### src/hw/rtl/third_order_highpass_iir_unit_assert.svh
// Assertion macros used by the filter's top-level RTL file.
// Both macros sample on the rising edge of clock and are disabled while reset is high.
`ifndef THIRD_ORDER_HIGHPASS_IIR_UNIT_ASSERT_SVH
`define THIRD_ORDER_HIGHPASS_IIR_UNIT_ASSERT_SVH

// The consequent must hold in the same cycle as the antecedent.
`define THPF_ASSERT_SAME(label, ante, cons, msg) \
   label: assert property (@(posedge clock) disable iff (reset) (ante) |-> (cons)) \
      else $error(msg);

// The consequent must hold in the cycle after the antecedent.
`define THPF_ASSERT_NEXT(label, ante, cons, msg) \
   label: assert property (@(posedge clock) disable iff (reset) (ante) |=> (cons)) \
      else $error(msg);

`endif

### src/hw/rtl/thpf_pkg.sv
`default_nettype none
package thpf_pkg;

   localparam int SAMPLE_W         = 24;
   localparam int CHAN_W           = 3;
   localparam int COEF_W           = 32;
   localparam int YHIST_W          = 32;
   localparam int DIFF_W           = SAMPLE_W + 1;
   localparam int PROD_W           = 2 * COEF_W;
   localparam int ACC_W            = 60;
   localparam int FB_SHIFT         = 8;
   localparam int Y_SHIFT          = 20;
   localparam int OUT_SHIFT        = 8;
   localparam int DEFAULT_CHANNELS = 8;

   localparam int NUM_REGS  = 5;
   localparam int REG_IDX_W = 3;

   localparam logic [REG_IDX_W-1:0] CSR_COEF_A0 = 3'd0;
   localparam logic [REG_IDX_W-1:0] CSR_COEF_A1 = 3'd1;
   localparam logic [REG_IDX_W-1:0] CSR_COEF_B1 = 3'd2;
   localparam logic [REG_IDX_W-1:0] CSR_COEF_B2 = 3'd3;
   localparam logic [REG_IDX_W-1:0] CSR_COEF_B3 = 3'd4;

   localparam logic ACTION_FILTER = 1'b0;
   localparam logic ACTION_CLEAR  = 1'b1;

   // Multiply-accumulate sequence: five products, the last one added in the drain step.
   localparam int STEP_W = 3;
   localparam logic [STEP_W-1:0] STEP_A0      = 3'd0;
   localparam logic [STEP_W-1:0] STEP_A1      = 3'd1;
   localparam logic [STEP_W-1:0] STEP_B1      = 3'd2;
   localparam logic [STEP_W-1:0] STEP_B2      = 3'd3;
   localparam logic [STEP_W-1:0] STEP_B3      = 3'd4;
   localparam logic [STEP_W-1:0] STEP_DRAIN   = 3'd5;
   // From this step on, the product being added is a feedback term.
   localparam logic [STEP_W-1:0] STEP_FB_ACC  = 3'd3;

   typedef enum logic [2:0] {
      ST_IDLE,
      ST_READ,
      ST_MAC,
      ST_SAT,
      ST_FIN
   } state_type;

   typedef struct packed {
      logic clear;
      logic mul_en;
      logic acc_en;
      logic sub;
   } mac_ctrl_type;

   typedef struct packed {
      logic signed [SAMPLE_W-1:0] x1;
      logic signed [SAMPLE_W-1:0] x2;
      logic signed [SAMPLE_W-1:0] x3;
      logic signed [YHIST_W-1:0]  y1;
      logic signed [YHIST_W-1:0]  y2;
      logic signed [YHIST_W-1:0]  y3;
   } hist_type;

   localparam int HIST_W = $bits(hist_type);

endpackage
`default_nettype wire

### src/hw/rtl/thpf_req_if.sv
`default_nettype none
interface thpf_req_if;
   import thpf_pkg::*;

   logic                       valid;
   logic                       ready;
   logic                       action;
   logic signed [SAMPLE_W-1:0] sample_in;
   logic [CHAN_W-1:0]          channel_in;

   modport source (output valid, output action, output sample_in, output channel_in,
                   input ready);
   modport sink (input valid, input action, input sample_in, input channel_in,
                 output ready);
endinterface
`default_nettype wire

### src/hw/rtl/thpf_rsp_if.sv
`default_nettype none
interface thpf_rsp_if;
   import thpf_pkg::*;

   logic                       valid;
   logic                       ready;
   logic signed [SAMPLE_W-1:0] sample_out;
   logic [CHAN_W-1:0]          channel_out;

   modport source (output valid, output sample_out, output channel_out, input ready);
   modport sink (input valid, input sample_out, input channel_out, output ready);
endinterface
`default_nettype wire

### src/hw/rtl/thpf_ram.sv
`default_nettype none
module thpf_ram #(
   parameter int WIDTH = 8,
   parameter int DEPTH = 8,
   parameter int AW    = (DEPTH > 1) ? $clog2(DEPTH) : 1
) (
   input  wire logic             clock,
   input  wire logic             we,
   input  wire logic [AW-1:0]    waddr,
   input  wire logic [WIDTH-1:0] wdata,
   input  wire logic             re,
   input  wire logic [AW-1:0]    raddr,
   output logic      [WIDTH-1:0] rdata
);

   logic [WIDTH-1:0] mem [DEPTH];

   always_ff @(posedge clock) begin
      if (we) begin
         mem[waddr] <= wdata;
      end
      if (re) begin
         rdata <= mem[raddr];
      end
   end

endmodule
`default_nettype wire

### src/hw/rtl/thpf_mac.sv
`default_nettype none
module thpf_mac (
   input  wire logic                               clock,
   input  wire thpf_pkg::mac_ctrl_type             ctrl,
   input  wire logic signed [thpf_pkg::COEF_W-1:0] op_a,
   input  wire logic signed [thpf_pkg::COEF_W-1:0] op_b,
   output logic signed [thpf_pkg::ACC_W-1:0]       acc
);
   import thpf_pkg::*;

   logic signed [PROD_W-1:0] prod_ff;
   logic signed [PROD_W-1:0] prod_in;
   logic signed [PROD_W-1:0] prod_fb;
   logic signed [ACC_W-1:0]  term;
   logic signed [ACC_W-1:0]  acc_ff;
   logic signed [ACC_W-1:0]  acc_in;

   assign prod_in = PROD_W'(op_a) * PROD_W'(op_b);
   // Feedback products carry eight extra fraction bits, floored away here.
   assign prod_fb = prod_ff >>> FB_SHIFT;

   always_comb begin
      term   = ctrl.sub ? -ACC_W'(prod_fb) : ACC_W'(prod_ff);
      acc_in = acc_ff;
      if (ctrl.clear) begin
         acc_in = '0;
      end else if (ctrl.acc_en) begin
         acc_in = acc_ff + term;
      end
   end

   always_ff @(posedge clock) begin
      if (ctrl.mul_en) begin
         prod_ff <= prod_in;
      end
      acc_ff <= acc_in;
   end

   assign acc = acc_ff;

endmodule
`default_nettype wire

### src/hw/rtl/third_order_highpass_iir_unit.sv
// Multichannel third-order IIR highpass filter. Each request beat carries a 24-bit signed
// sample and a channel number; the response beat carries
// y = a0(x - x3) + a1(x1 - x2) - b1*y1 - b2*y2 - b3*y3, rounded and saturated to 24 bits,
// with the same channel number. A request with action set clears the history of every
// channel and gives no response; a sample whose channel is not below CHANNELS is dropped
// without a response. The user must write the five Q4.28 coefficients through the csr port
// only while the block is idle; the block itself does not enforce this. A filtered sample
// passes through a history-read state that reads the channel's history from the history
// RAM, multiply-accumulate steps in which a single shared 32x32 multiplier forms the five
// products and the accumulator adds them, a rounding and saturation state, and a write-back
// state that writes the shifted history back and loads the output register. The write-back
// state is held for as long as the previous response still sits untaken in the output
// register. The next request is accepted in the cycle after that write-back, so the block
// takes one sample at a time. The response register lets a new sample be accepted while
// the previous response still waits to be taken. History is cleared by per-channel valid
// bits, so there is no clearing pass after reset.
`default_nettype none
`include "third_order_highpass_iir_unit_assert.svh"
module third_order_highpass_iir_unit #(
   parameter int CHANNELS = thpf_pkg::DEFAULT_CHANNELS
) (
   input  wire logic                                clock,
   input  wire logic                                reset,
   thpf_req_if.sink                                 req_bus,
   thpf_rsp_if.source                               rsp_bus,
   input  wire logic                                csr_we,
   input  wire logic [thpf_pkg::REG_IDX_W-1:0]      csr_index,
   input  wire logic [thpf_pkg::COEF_W-1:0]         csr_wdata
);
   import thpf_pkg::*;

   localparam int ADDR_W = (CHANNELS > 1) ? $clog2(CHANNELS) : 1;
   localparam int WIDE_W = (ADDR_W > CHAN_W) ? ADDR_W : CHAN_W;
   localparam logic signed [ACC_W-1:0] ROUND_Y = ACC_W'(1) <<< (Y_SHIFT - 1);
   localparam logic signed [YHIST_W:0] ROUND_OUT = (YHIST_W + 1)'(1) <<< (OUT_SHIFT - 1);
   localparam int SH_W  = ACC_W - Y_SHIFT;
   localparam int OUT_W = YHIST_W + 1 - OUT_SHIFT;

   // Control state.
   state_type             state_ff, state_in;
   logic [STEP_W-1:0]     step_ff, step_in;
   logic [CHANNELS-1:0]   valid_ff;
   logic                  rsp_valid_ff, rsp_valid_in;
   logic signed [COEF_W-1:0] coef_ff [NUM_REGS];

   // Per-sample working registers.
   logic signed [SAMPLE_W-1:0] x_ff;
   logic [CHAN_W-1:0]          chan_ff;
   hist_type                   hist_ff;
   logic signed [DIFF_W-1:0]   d0_ff;
   logic signed [DIFF_W-1:0]   d1_ff;
   logic signed [YHIST_W-1:0]  yf_ff;
   logic signed [YHIST_W-1:0]  yf_in;
   logic signed [SAMPLE_W-1:0] rsp_sample_ff;
   logic signed [SAMPLE_W-1:0] rsp_sample_in;
   logic [CHAN_W-1:0]          rsp_chan_ff;

   // Strobes from the sequencer.
   logic         req_ready;
   logic         take_sample;
   logic         clear_hist;
   logic         ram_re;
   logic         ram_we;
   logic         rsp_load;
   mac_ctrl_type mac_ctrl;

   logic [WIDE_W-1:0] req_chan_wide;
   logic [WIDE_W-1:0] cur_chan_wide;
   logic [ADDR_W-1:0] rd_addr;
   logic [ADDR_W-1:0] wr_addr;
   logic              chan_ok;
   logic [HIST_W-1:0] ram_rdata;
   hist_type          rd_hist;
   hist_type          wb_hist;

   logic signed [COEF_W-1:0] op_a;
   logic signed [COEF_W-1:0] op_b;
   logic signed [ACC_W-1:0]  acc;
   logic signed [ACC_W-1:0]  acc_rnd;
   logic signed [SH_W-1:0]   acc_sh;
   logic signed [YHIST_W:0]  y_rnd;
   logic signed [OUT_W-1:0]  y_sh;

   assign req_chan_wide = WIDE_W'(req_bus.channel_in);
   assign cur_chan_wide = WIDE_W'(chan_ff);
   assign rd_addr       = req_chan_wide[ADDR_W-1:0];
   assign wr_addr       = cur_chan_wide[ADDR_W-1:0];
   assign chan_ok       = (32'(req_bus.channel_in) < 32'(CHANNELS));

   // Sequencer: idle, history read, multiply-accumulate steps, saturation, write-back.
   always_comb begin
      state_in    = state_ff;
      step_in     = step_ff;
      req_ready   = 1'b0;
      take_sample = 1'b0;
      clear_hist  = 1'b0;
      ram_re      = 1'b0;
      ram_we      = 1'b0;
      rsp_load    = 1'b0;
      mac_ctrl    = '0;
      unique case (state_ff)
         ST_IDLE: begin
            req_ready = 1'b1;
            if (req_bus.valid) begin
               if (req_bus.action == ACTION_CLEAR) begin
                  clear_hist = 1'b1;
               end else if (chan_ok) begin
                  take_sample = 1'b1;
                  ram_re      = 1'b1;
                  state_in    = ST_READ;
               end
            end
         end
         ST_READ: begin
            state_in = ST_MAC;
            step_in  = STEP_A0;
         end
         ST_MAC: begin
            mac_ctrl.clear  = (step_ff == STEP_A0);
            mac_ctrl.mul_en = (step_ff != STEP_DRAIN);
            mac_ctrl.acc_en = (step_ff != STEP_A0);
            mac_ctrl.sub    = (step_ff >= STEP_FB_ACC);
            if (step_ff == STEP_DRAIN) begin
               state_in = ST_SAT;
            end else begin
               step_in = step_ff + 1'b1;
            end
         end
         ST_SAT: begin
            state_in = ST_FIN;
         end
         ST_FIN: begin
            if (!rsp_valid_ff || rsp_bus.ready) begin
               ram_we   = 1'b1;
               rsp_load = 1'b1;
               state_in = ST_IDLE;
            end
         end
         default: begin
            state_in = ST_IDLE;
         end
      endcase
   end

   assign rsp_valid_in = rsp_load ? 1'b1 : (rsp_bus.ready ? 1'b0 : rsp_valid_ff);

   always_ff @(posedge clock) begin
      if (reset) begin
         state_ff     <= ST_IDLE;
         step_ff      <= STEP_A0;
         valid_ff     <= '0;
         rsp_valid_ff <= 1'b0;
         for (int i = 0; i < NUM_REGS; i++) begin
            coef_ff[i] <= '0;
         end
      end else begin
         state_ff     <= state_in;
         step_ff      <= step_in;
         rsp_valid_ff <= rsp_valid_in;
         if (clear_hist) begin
            valid_ff <= '0;
         end else if (ram_we) begin
            valid_ff[wr_addr] <= 1'b1;
         end
         if (csr_we) begin
            unique case (csr_index)
               CSR_COEF_A0: coef_ff[CSR_COEF_A0] <= csr_wdata;
               CSR_COEF_A1: coef_ff[CSR_COEF_A1] <= csr_wdata;
               CSR_COEF_B1: coef_ff[CSR_COEF_B1] <= csr_wdata;
               CSR_COEF_B2: coef_ff[CSR_COEF_B2] <= csr_wdata;
               CSR_COEF_B3: coef_ff[CSR_COEF_B3] <= csr_wdata;
               default: ;
            endcase
         end
      end
   end

   // A channel whose valid bit is clear has an all-zero history.
   always_comb begin
      rd_hist = valid_ff[wr_addr] ? hist_type'(ram_rdata) : '0;
      wb_hist.x1 = x_ff;
      wb_hist.x2 = hist_ff.x1;
      wb_hist.x3 = hist_ff.x2;
      wb_hist.y1 = yf_ff;
      wb_hist.y2 = hist_ff.y1;
      wb_hist.y3 = hist_ff.y2;
   end

   // Operand selection for the shared multiplier.
   always_comb begin
      case (step_ff)
         STEP_A0: begin
            op_a = coef_ff[CSR_COEF_A0];
            op_b = COEF_W'(d0_ff);
         end
         STEP_A1: begin
            op_a = coef_ff[CSR_COEF_A1];
            op_b = COEF_W'(d1_ff);
         end
         STEP_B1: begin
            op_a = coef_ff[CSR_COEF_B1];
            op_b = hist_ff.y1;
         end
         STEP_B2: begin
            op_a = coef_ff[CSR_COEF_B2];
            op_b = hist_ff.y2;
         end
         STEP_B3: begin
            op_a = coef_ff[CSR_COEF_B3];
            op_b = hist_ff.y3;
         end
         default: begin
            op_a = '0;
            op_b = '0;
         end
      endcase
   end

   // Round the Q.28 sum to eight fraction bits and saturate to 32 bits.
   always_comb begin
      acc_rnd = acc + ROUND_Y;
      acc_sh  = acc_rnd[ACC_W-1:Y_SHIFT];
      if ((&acc_sh[SH_W-1:YHIST_W-1]) || !(|acc_sh[SH_W-1:YHIST_W-1])) begin
         yf_in = acc_sh[YHIST_W-1:0];
      end else if (acc_sh[SH_W-1]) begin
         yf_in = {1'b1, {(YHIST_W-1){1'b0}}};
      end else begin
         yf_in = {1'b0, {(YHIST_W-1){1'b1}}};
      end
   end

   // Round away the extra fraction bits and saturate to the sample width.
   always_comb begin
      y_rnd = (YHIST_W + 1)'(yf_ff) + ROUND_OUT;
      y_sh  = y_rnd[YHIST_W:OUT_SHIFT];
      if (y_sh[OUT_W-1] == y_sh[SAMPLE_W-1]) begin
         rsp_sample_in = y_sh[SAMPLE_W-1:0];
      end else if (y_sh[OUT_W-1]) begin
         rsp_sample_in = {1'b1, {(SAMPLE_W-1){1'b0}}};
      end else begin
         rsp_sample_in = {1'b0, {(SAMPLE_W-1){1'b1}}};
      end
   end

   always_ff @(posedge clock) begin
      if (take_sample) begin
         x_ff    <= req_bus.sample_in;
         chan_ff <= req_bus.channel_in;
      end
      if (state_ff == ST_READ) begin
         hist_ff <= rd_hist;
         d0_ff   <= DIFF_W'(x_ff) - DIFF_W'(rd_hist.x3);
         d1_ff   <= DIFF_W'(rd_hist.x1) - DIFF_W'(rd_hist.x2);
      end
      if (state_ff == ST_SAT) begin
         yf_ff <= yf_in;
      end
      if (rsp_load) begin
         rsp_sample_ff <= rsp_sample_in;
         rsp_chan_ff   <= chan_ff;
      end
   end

   thpf_ram #(
      .WIDTH (HIST_W),
      .DEPTH (CHANNELS)
   ) u_hist_ram (
      .clock (clock),
      .we    (ram_we),
      .waddr (wr_addr),
      .wdata (HIST_W'(wb_hist)),
      .re    (ram_re),
      .raddr (rd_addr),
      .rdata (ram_rdata)
   );

   thpf_mac u_mac (
      .clock (clock),
      .ctrl  (mac_ctrl),
      .op_a  (op_a),
      .op_b  (op_b),
      .acc   (acc)
   );

   assign req_bus.ready       = req_ready;
   assign rsp_bus.valid       = rsp_valid_ff;
   assign rsp_bus.sample_out  = rsp_sample_ff;
   assign rsp_bus.channel_out = rsp_chan_ff;

   `THPF_ASSERT_NEXT(a_clear_all, req_bus.valid && req_bus.ready && req_bus.action == ACTION_CLEAR, valid_ff == '0, "clear beat left a channel history marked valid")
   `THPF_ASSERT_SAME(a_rsp_from_fin, $rose(rsp_bus.valid), $past(state_ff) == ST_FIN, "response raised outside write-back")
   `THPF_ASSERT_NEXT(a_wb_marks_valid, ram_we, valid_ff[$past(wr_addr)], "written channel not marked valid")
   `THPF_ASSERT_NEXT(a_read_then_mac, state_ff == ST_READ, state_ff == ST_MAC && step_ff == STEP_A0, "history read not followed by first product")

endmodule
`default_nettype wire
### src/flat_wrapper.sv
// flat-port wrapper written by rule: the top's interface ports become plain ports
module third_order_highpass_iir_unit_flat import thpf_pkg::*;
#(
   parameter int CHANNELS = thpf_pkg::DEFAULT_CHANNELS
)
  (clock, reset, csr_we, csr_index, csr_wdata, req_bus_valid, req_bus_action, req_bus_sample_in, req_bus_channel_in, req_bus_ready, rsp_bus_valid, rsp_bus_sample_out, rsp_bus_channel_out, rsp_bus_ready);
  thpf_req_if req_bus_i ();
  thpf_rsp_if rsp_bus_i ();
  input  wire logic clock;
  input  wire logic reset;
  input  wire logic csr_we;
  input  wire logic [thpf_pkg::REG_IDX_W-1:0] csr_index;
  input  wire logic [thpf_pkg::COEF_W-1:0] csr_wdata;
  input wire logic [$bits(req_bus_i.valid)-1:0] req_bus_valid;
  input wire logic [$bits(req_bus_i.action)-1:0] req_bus_action;
  input wire logic [$bits(req_bus_i.sample_in)-1:0] req_bus_sample_in;
  input wire logic [$bits(req_bus_i.channel_in)-1:0] req_bus_channel_in;
  output wire logic [$bits(req_bus_i.ready)-1:0] req_bus_ready;
  output wire logic [$bits(rsp_bus_i.valid)-1:0] rsp_bus_valid;
  output wire logic [$bits(rsp_bus_i.sample_out)-1:0] rsp_bus_sample_out;
  output wire logic [$bits(rsp_bus_i.channel_out)-1:0] rsp_bus_channel_out;
  input wire logic [$bits(rsp_bus_i.ready)-1:0] rsp_bus_ready;
  assign req_bus_i.valid = req_bus_valid;
  assign req_bus_i.action = req_bus_action;
  assign req_bus_i.sample_in = req_bus_sample_in;
  assign req_bus_i.channel_in = req_bus_channel_in;
  assign req_bus_ready = req_bus_i.ready;
  assign rsp_bus_valid = rsp_bus_i.valid;
  assign rsp_bus_sample_out = rsp_bus_i.sample_out;
  assign rsp_bus_channel_out = rsp_bus_i.channel_out;
  assign rsp_bus_i.ready = rsp_bus_ready;
  third_order_highpass_iir_unit #(.CHANNELS(CHANNELS)) u_core (.clock(clock), .reset(reset), .req_bus(req_bus_i), .rsp_bus(rsp_bus_i), .csr_we(csr_we), .csr_index(csr_index), .csr_wdata(csr_wdata));
endmodule
### config.mk
export PLATFORM = sky130hd
export DESIGN_NAME = third_order_highpass_iir_unit_flat
export DESIGN_NICKNAME = d
export VERILOG_FILES = /design/src/hw/rtl/thpf_pkg.sv /design/src/hw/rtl/thpf_req_if.sv /design/src/hw/rtl/thpf_rsp_if.sv /design/src/hw/rtl/thpf_ram.sv /design/src/hw/rtl/thpf_mac.sv /design/src/hw/rtl/third_order_highpass_iir_unit.sv /design/src/flat_wrapper.sv
export VERILOG_INCLUDE_DIRS = /design/src /design/src/hw/rtl
export SDC_FILE = /design/constraint.sdc
export NUM_CORES = 2
export LEC_CHECK = 0
export BUFFER_PORTS_ARGS = -buffer_cell sky130_fd_sc_hd__buf_2
export CAP_MARGIN = 20
export CORE_ASPECT_RATIO = 1.2
export CORE_MARGIN = 1.5
export CORE_UTILIZATION = 55
export CTS_CLUSTER_SIZE = 16
export DETAILED_ROUTE_END_ITERATION = 7
export PLACE_DENSITY = 0.83
export SETUP_SLACK_MARGIN = 0.2
export SYNTH_ARGS = -nofsm -noshare
export SYNTH_HDL_FRONTEND = slang
export SYNTH_SLANG_ARGS = --single-unit
### constraint.sdc
create_clock -name clock -period 28.6 [get_ports clock]
set_input_delay 1.43 -clock clock [delete_from_list [all_inputs] [get_ports clock]]
set_output_delay 1.43 -clock clock [all_outputs]
set_load 0.01 [all_outputs]
**Yosys cells after proc, flatten, opt, wreduce, memory -nomap -nowiden**

Memory sizes are Yosys's and may differ from the RTL's. A register that Yosys moved wholly into a read port is not among the register bits.
Cells that the tools add are included.

- Register bits: 419
- RAM bits: 1504
- Output and inout port bits: 29
- Word-level logic and storage cells: 133
- Memories kept: 2

- Add/subtract/negate cells: 7
- Multipliers: 1
- Order comparisons: 3
- Equality and inequality tests: 20
- Muxes and demuxes: 60
- Bitwise logic cells: 6
- Reductions and logical operators: 16

Memory list:

| memory | words | width | read ports | clocked after memory_dff | wr ports | RTL line | text |
|---|---|---|---|---|---|---|---|
| u_core.u_hist_ram.mem | 8 | 168 | 1 | 1 | 1 | thpf_ram.sv:16 | `logic [WIDTH-1:0] mem [DEPTH];` |
| u_core.coef_ff | 5 | 32 | 5 | 0 | 5 | third_order_highpass_iir_unit.sv:44 | `logic signed [COEF_W-1:0] coef_ff [NUM_REGS];` |

Operators by type and width:

| kind | count |
|---|---|
| 32-bit case mux with 5 select lines | 2 |
| 32-bit 2-to-1 mux | 7 |
| 168-bit 2-to-1 mux | 1 |
| 32-bit by 32-bit multiplier with 64-bit output | 1 |
| 60-bit by 21-bit adder with 60-bit output, second input constant | 1 |
| 60-bit adder | 1 |
| 60-bit 2-to-1 mux | 1 |
| 56-bit negation with 60-bit output | 1 |
| 24-bit by 24-bit subtractor with 25-bit output | 2 |
| 24-bit 2-to-1 mux | 2 |
| 1-bit 2-to-1 mux | 37 |
| 32-bit by 9-bit adder with 33-bit output, second input constant | 1 |
| 3-bit by 2-bit == test with 1-bit output, second input constant | 6 |
| 3-bit 2-to-1 mux | 5 |
| 3-bit case mux with 5 select lines | 1 |
| 3-bit == test, second input constant | 4 |
| 3-bit by 1-bit == test with 1-bit output, second input constant | 3 |
| 3-bit zero test | 3 |
| 9-bit AND reduction | 1 |
| 9-bit OR reduction | 1 |
| 8-bit bitwise OR | 1 |
| 2-bit inequality test, second input constant | 3 |
| 3-bit case mux with 2 select lines | 1 |
| 1-bit bitwise OR | 5 |
| other kinds (18) | 22 |

**Longest topological paths before layout**

- Depth after elaboration: 6
- Depth in mapped cells: 38
- Mapped depth without buffers: 34

**By module**

A second synthesis with hierarchy kept.

- Cell total of the unflattened synthesis: 8794
- Area total of the unflattened synthesis: 122177.2 um2

Modules (own cells, without submodules):

| module | times used | cells each | area an instance (um2) | seq. area each (um2) |
|---|---|---|---|---|
| thpf_ram | 1 | 2123 | 55361.8 | 45403.5 |
| thpf_mac | 1 | 4987 | 45570.0 | 3123.0 |
| third_order_highpass_iir_unit | 1 | 1684 | 21245.4 | 13513.0 |

**Worst setup path before layout**

No wires, ideal clock.

- Path kind: input to register
- Start point: in req_bus_action
- End point: reg u_core.chan_ff[0], enable pin
- Setup time: 1.227 ns
- Arrival: 19.896 ns
- Required time: 27.373 ns
- Slack: 7.477 ns
- Cell stages on the path: 2
- Cells stage by stage: nand2b_1 > nor4_1

- Cells in the longest elaborated chain, start to end: 3

RTL lines:

| element | RTL line | text |
|---|---|---|
| start: declaration | flat_wrapper.sv:15 | `input wire logic [$bits(req_bus_i.action)-1:0] req_bus_action;` |
| 1-bit 2-to-1 mux (3 in a row) | -- |  |
| net u_core.ram_re | third_order_highpass_iir_unit.sv:62 | `logic ram_re;` |
| end signal: assignment | third_order_highpass_iir_unit.sv:248 | `chan_ff <= req_bus.channel_in;` |
| end: declaration | third_order_highpass_iir_unit.sv:48 | `logic [CHAN_W-1:0] chan_ff;` |

The timed path passes the listed nets, and every way through them passes these cells.
A chain may end at the register's enable or synchronous reset.

**Worst setup path in the final report**

- Start point: reg u_core.step_ff[0]
- End point: reg u_core.u_mac.prod_ff[62], data pin

- Cells in the longest elaborated chain, start to end: 3
- Elaborated cells between the ends (all ways): 8
- Those cells by class: 1 x mul; 4 x eq/ne; 2 x mux; 1 x reduce/logical

RTL lines:

| element | RTL line | text |
|---|---|---|
| start: declaration | third_order_highpass_iir_unit.sv:41 | `logic [STEP_W-1:0] step_ff, step_in;` |
| start signal: assignment | third_order_highpass_iir_unit.sv:158 | `step_ff <= step_in;` |
| 3-bit == test (tied with other cells) | third_order_highpass_iir_unit.sv:191 | `case (step_ff)` |
| 32-bit case mux with 5 select lines | third_order_highpass_iir_unit.sv:191 |  |
| 32-bit by 32-bit multiplier with 64-bit output * | thpf_mac.sv:18 | `assign prod_in = PROD_W'(op_a) * PROD_W'(op_b);` |
| net u_core.u_mac.prod_in[62] | thpf_mac.sv:12 | `logic signed [PROD_W-1:0] prod_in;` |
| end signal: assignment | thpf_mac.sv:34 | `prod_ff <= prod_in;` |
| end: declaration | thpf_mac.sv:11 | `logic signed [PROD_W-1:0] prod_ff;` |

Mark *: on every way through the listed nets, which the timed path passes. The rest lies on a longest branch.

==> summary.txt <==
Detailed routing
  – Wire length reported by the detailed router: 351700 um
  – Pre-Repair DR Iteration Count: 8
  – Vias after detailed routing: roughly 76000
  – DRC violations left: 2
  – Routed wire per std cell: ~30 um
  – First-iteration detailed-routing DRC count: roughly 10000
  – Average via count per standard cell: between 6 and 7
  – Antenna Nets Post-Route: 0

STA
  – Hold_ws: between 400 and 500 ps
  – Worst setup margin: around 17000 ps
  – Setup TNS: 0 ps
  – Number of max-slew violations in the final report: 0
  – Final Hold Violating Endpoints: 0
  – Setup repair after global routing missed its margin: no
  – Achievable frequency: 86.53 MHz
  – Pin slew with the least headroom to its limit: between 1000 and 1500 ps
  – Setup Viol. Count Final: 0
  – Fin crit share: 0.4041
  – Clock tree skew after final layout: just over 100 ps
  – Slew Limit Headroom: 0.1174
  – Shortest period the worst path allows: roughly 12000 ps

Clock network
  – CTS H-tree depth: 4
  – Hold bufs inserted after CTS: 0
  – Post-CTS setup repair buffer count: 0
  – TritonCTS buffer count: 190
  – Clock tree buffer depth: 3
  – Sinks on the clock net: around 2100
  – Root Driver: clkbuf_16
  – Clock edge transition at the registers on the reported setup and hold paths: about 80 ps
  – CTS tree: done
  – Skew-Pair Late Insertion Delay: between 900 and 1000 ps
  – Post-CTS Resized: 0

Setup path
  – Depth of the most critical reg-to-reg path: 32
  – Kind of critical path: flop to flop
  – CP Launch Type: flop
  – Critical Path Sink Type: flop
  – Critical Path AT: roughly 12000 ps
  – Worst stage delay on the critical path: between 900 and 1000 ps
  – CP most frequent cell: fa_1
  – Capturing point of the worst reg2reg path: u_core.u_mac.prod_ff[62]$_DFFE_PP_
  – Largest fanout on the critical path: 53
  – Slowest cell on the critical path: fa_1
  – Data required time at the worst endpoint: between 20000 and 30000 ps
  – Origin of the critical flop-to-flop path: u_core.step_ff[0]$_SDFFE_PP0P_
  – Reg2Reg Setup Slack: 17040 ps

Finish
  – Total area of sequential cells: 62040 sq um
  – Area Growth Syn to Fin: 8.909%
  – Final net count: 10160
  – Most common cell after layout, fill and taps aside: edfxtp_1
  – Highest-count cells in the layout ignoring fill and taps: edfxtp_1, fa_1, inv_1
  – Fraction of final layout cells sized beyond drive strength 1: 0.1249
  – Area of combinational cells with multiple inputs: between 50000 and 60000 sq um
  – Fill cell count: 15080

Floorplanning
  – Starting density of the core: 0.5535
  – Floorplan die area: between 200000 and 250000 sq um
  – Number of top-level design ports: 97
  – Vertical extent of the die: approximately 510 um
  – Chip width: approximately 430 um
  – Row count: approximately 190
  – Core area: between 200000 and 250000 sq um

Status
  – Violated checks: design-rule violations
  – Run status: complete, but fails checks

GRT
  – Vias in the first global route: 80080
  – Global-route wire length before repair: roughly 520000 um
  – Largest net degree at the start of global routing: between 100 and 150
  – Overflow left after global routing: 0
  – Overall fraction of global-route tracks in use: 0.3228
  – Initial antenna violation count: 20

Yosys
  – Biggest area consumer among synthesized cells: edfxtp_1
  – Ranking of synthesized cells by area: edfxtp_1, fa_1, mux4_2
  – Number of synthesized flops with an enable pin: just over 2000
  – Largest family of logic cells by synthesized area: adder cells
  – Cell area after technology mapping: between 100000 and 150000 sq um
  – Count of synthesis-stage warnings from yosys: 0
  – Synthesized netlist net count: 10140
  – Simple logic cell fraction of the synthesized area: 0.07416
  – Cell count after synthesis: slightly below 9000
  – Share of synthesized registers carrying an async set or reset: 0
  – Parity-gate share of the synthesized area counting xor and xnor cells: 0.02003
  – Synth Area per Inst: roughly 14 sq um
  – Fraction of synthesized cell area taken by the top area cell type: 0.5053
  – Number of distinct library cells after synthesis: 77
  – Area share of fa/ha/maj cells after synthesis: 0.2125
  – Sequential element share of the synthesized area: 0.5179
  – Fraction of the mapped netlist area in compound gates: 0.04890
  – Primary FF master, synth: edfxtp_1
  – Portion of netlist area occupied by mux cells: 0.07957
  – Flip-flop and latch count after synthesis: between 2000 and 2500

Place
  – Worst setup slack before clock tree synthesis: about 17000 ps
  – Detail Placement HPWL: 220300 um
  – Gp weighted congestion: just over 1
  – Number of buffers added on ports: 96

Min path
  – Hold Path Class: flop to flop
  – Hold depth: 2
  – Beginning of the worst hold path: u_core.u_mac.acc[6]$_SDFFE_PP0P_
  – Hold Path End: u_core.u_mac.acc[6]$_SDFFE_PP0P_

Run
  – Number of max-capacitance violations reported: 0
==> synth_stat cells (all sizes together) (75+ instances only) <==
master and instances:
ha 299, mux2 171, nand2 880, and2 168, nor2 645, a21oi 173
o21ai 265, edfxtp 2016, inv 1077, clkbuf 354, dfxtp 75, xor2 124
fa 1085, mux4 336, o21a 81, xnor2 150
==> per-layer routing <==
layer	global-route usage	share of wire
met1	0.3939	0.33
met5	0	0.00078
met3	0.08150	0.12
met4	0.2190	0.084
met2	0.5096	0.46
==> cell families after synthesis <==
group / Yosys count
AND/OR/NAND/NOR: 2041
multiplexers: 511
flip-flops: 2091
AO/OA/AOI/OAI: 892
adder cells (fa/ha/maj): 1384
XOR/XNOR: 274
buffers and inverters: 1496
==> stage by stage <==
stage / cell area (sq um) / std cells / utilization
after detailed placement: 123800 / 11350 / 0.5718
final: 130500 / 11710 / 0.6029
after CTS: 130300 / 11700 / 0.6021
after floorplan: 119800 / 8689 / -
after global routing: 130500 / 11710 / 0.6028
after global placement: 123700 / 11340 / 0.5716
==> cell type report <==
class | count | share of cell area
Antenna cell | 5 | 0.00009590
Clock buffer | 222 | 0.03736
Clock inverter | 130 | 0.01292
Inverter | 1078 | 0.03101
Multi-Input combinational cell | 5102 | 0.4014
Sequential cell | 2091 | 0.4755
Tap cell | 2835 | 0.02719
Timing Repair Buffer | 249 | 0.01451
==> how the worst max path moves through the flow <==
stage | from | cells after the start | endpoint
floorplan | req_bus_action | 2 | u_core.chan_ff[0]$_DFFE_PP_
global placement | u_core.step_ff[0]$_SDFFE_PP0P_ | 32 | u_core.u_mac.prod_ff[62]$_DFFE_PP_
detailed placement | u_core.step_ff[0]$_SDFFE_PP0P_ | 32 | u_core.u_mac.prod_ff[60]$_DFFE_PP_
CTS | u_core.step_ff[0]$_SDFFE_PP0P_ | 32 | u_core.u_mac.prod_ff[62]$_DFFE_PP_
global route | u_core.step_ff[1]$_SDFFE_PP0P_ | 34 | u_core.u_mac.prod_ff[60]$_DFFE_PP_
finish | u_core.step_ff[0]$_SDFFE_PP0P_ | 32 | u_core.u_mac.prod_ff[62]$_DFFE_PP_
==> worst max-delay path: cells and delay by family (launching register included) <==
kind / cells / cell delay [ps]
AOI/OAI and AO/OA: 8 / 2030
DFF: 1 / 360
xor gates and xnor gates: 1 / 100
buffers and inverters: 9 / 2510
and+or+nand+nor: 4 / 1220
adders and majority gates: 10 / 5020
==> flip-flops by register name, indices dropped and copies added, names as in the netlist <==
name and count:
u_core.valid_ff 8, u_core.state_ff 3, u_core.u_mac.prod_ff 64, u_core.hist_ff 144
u_core.rsp_bus.valid 1, u_core.u_hist_ram.mem 1344, u_core.chan_ff 3, u_core.yf_ff 32
u_core.coef_ff 160, u_core.u_mac.acc 60, u_core.rsp_bus.channel_out 3, u_core.step_ff 3
u_core.d0_ff 25, u_core.rsp_bus.sample_out 24, u_core.d1_ff 25, u_core.u_hist_ram.rdata 168
u_core.x_ff 24
Power is left out: the tool's default activity adds up to more than one toggle a clock period on the data nets, which glitch-free logic cannot reach.
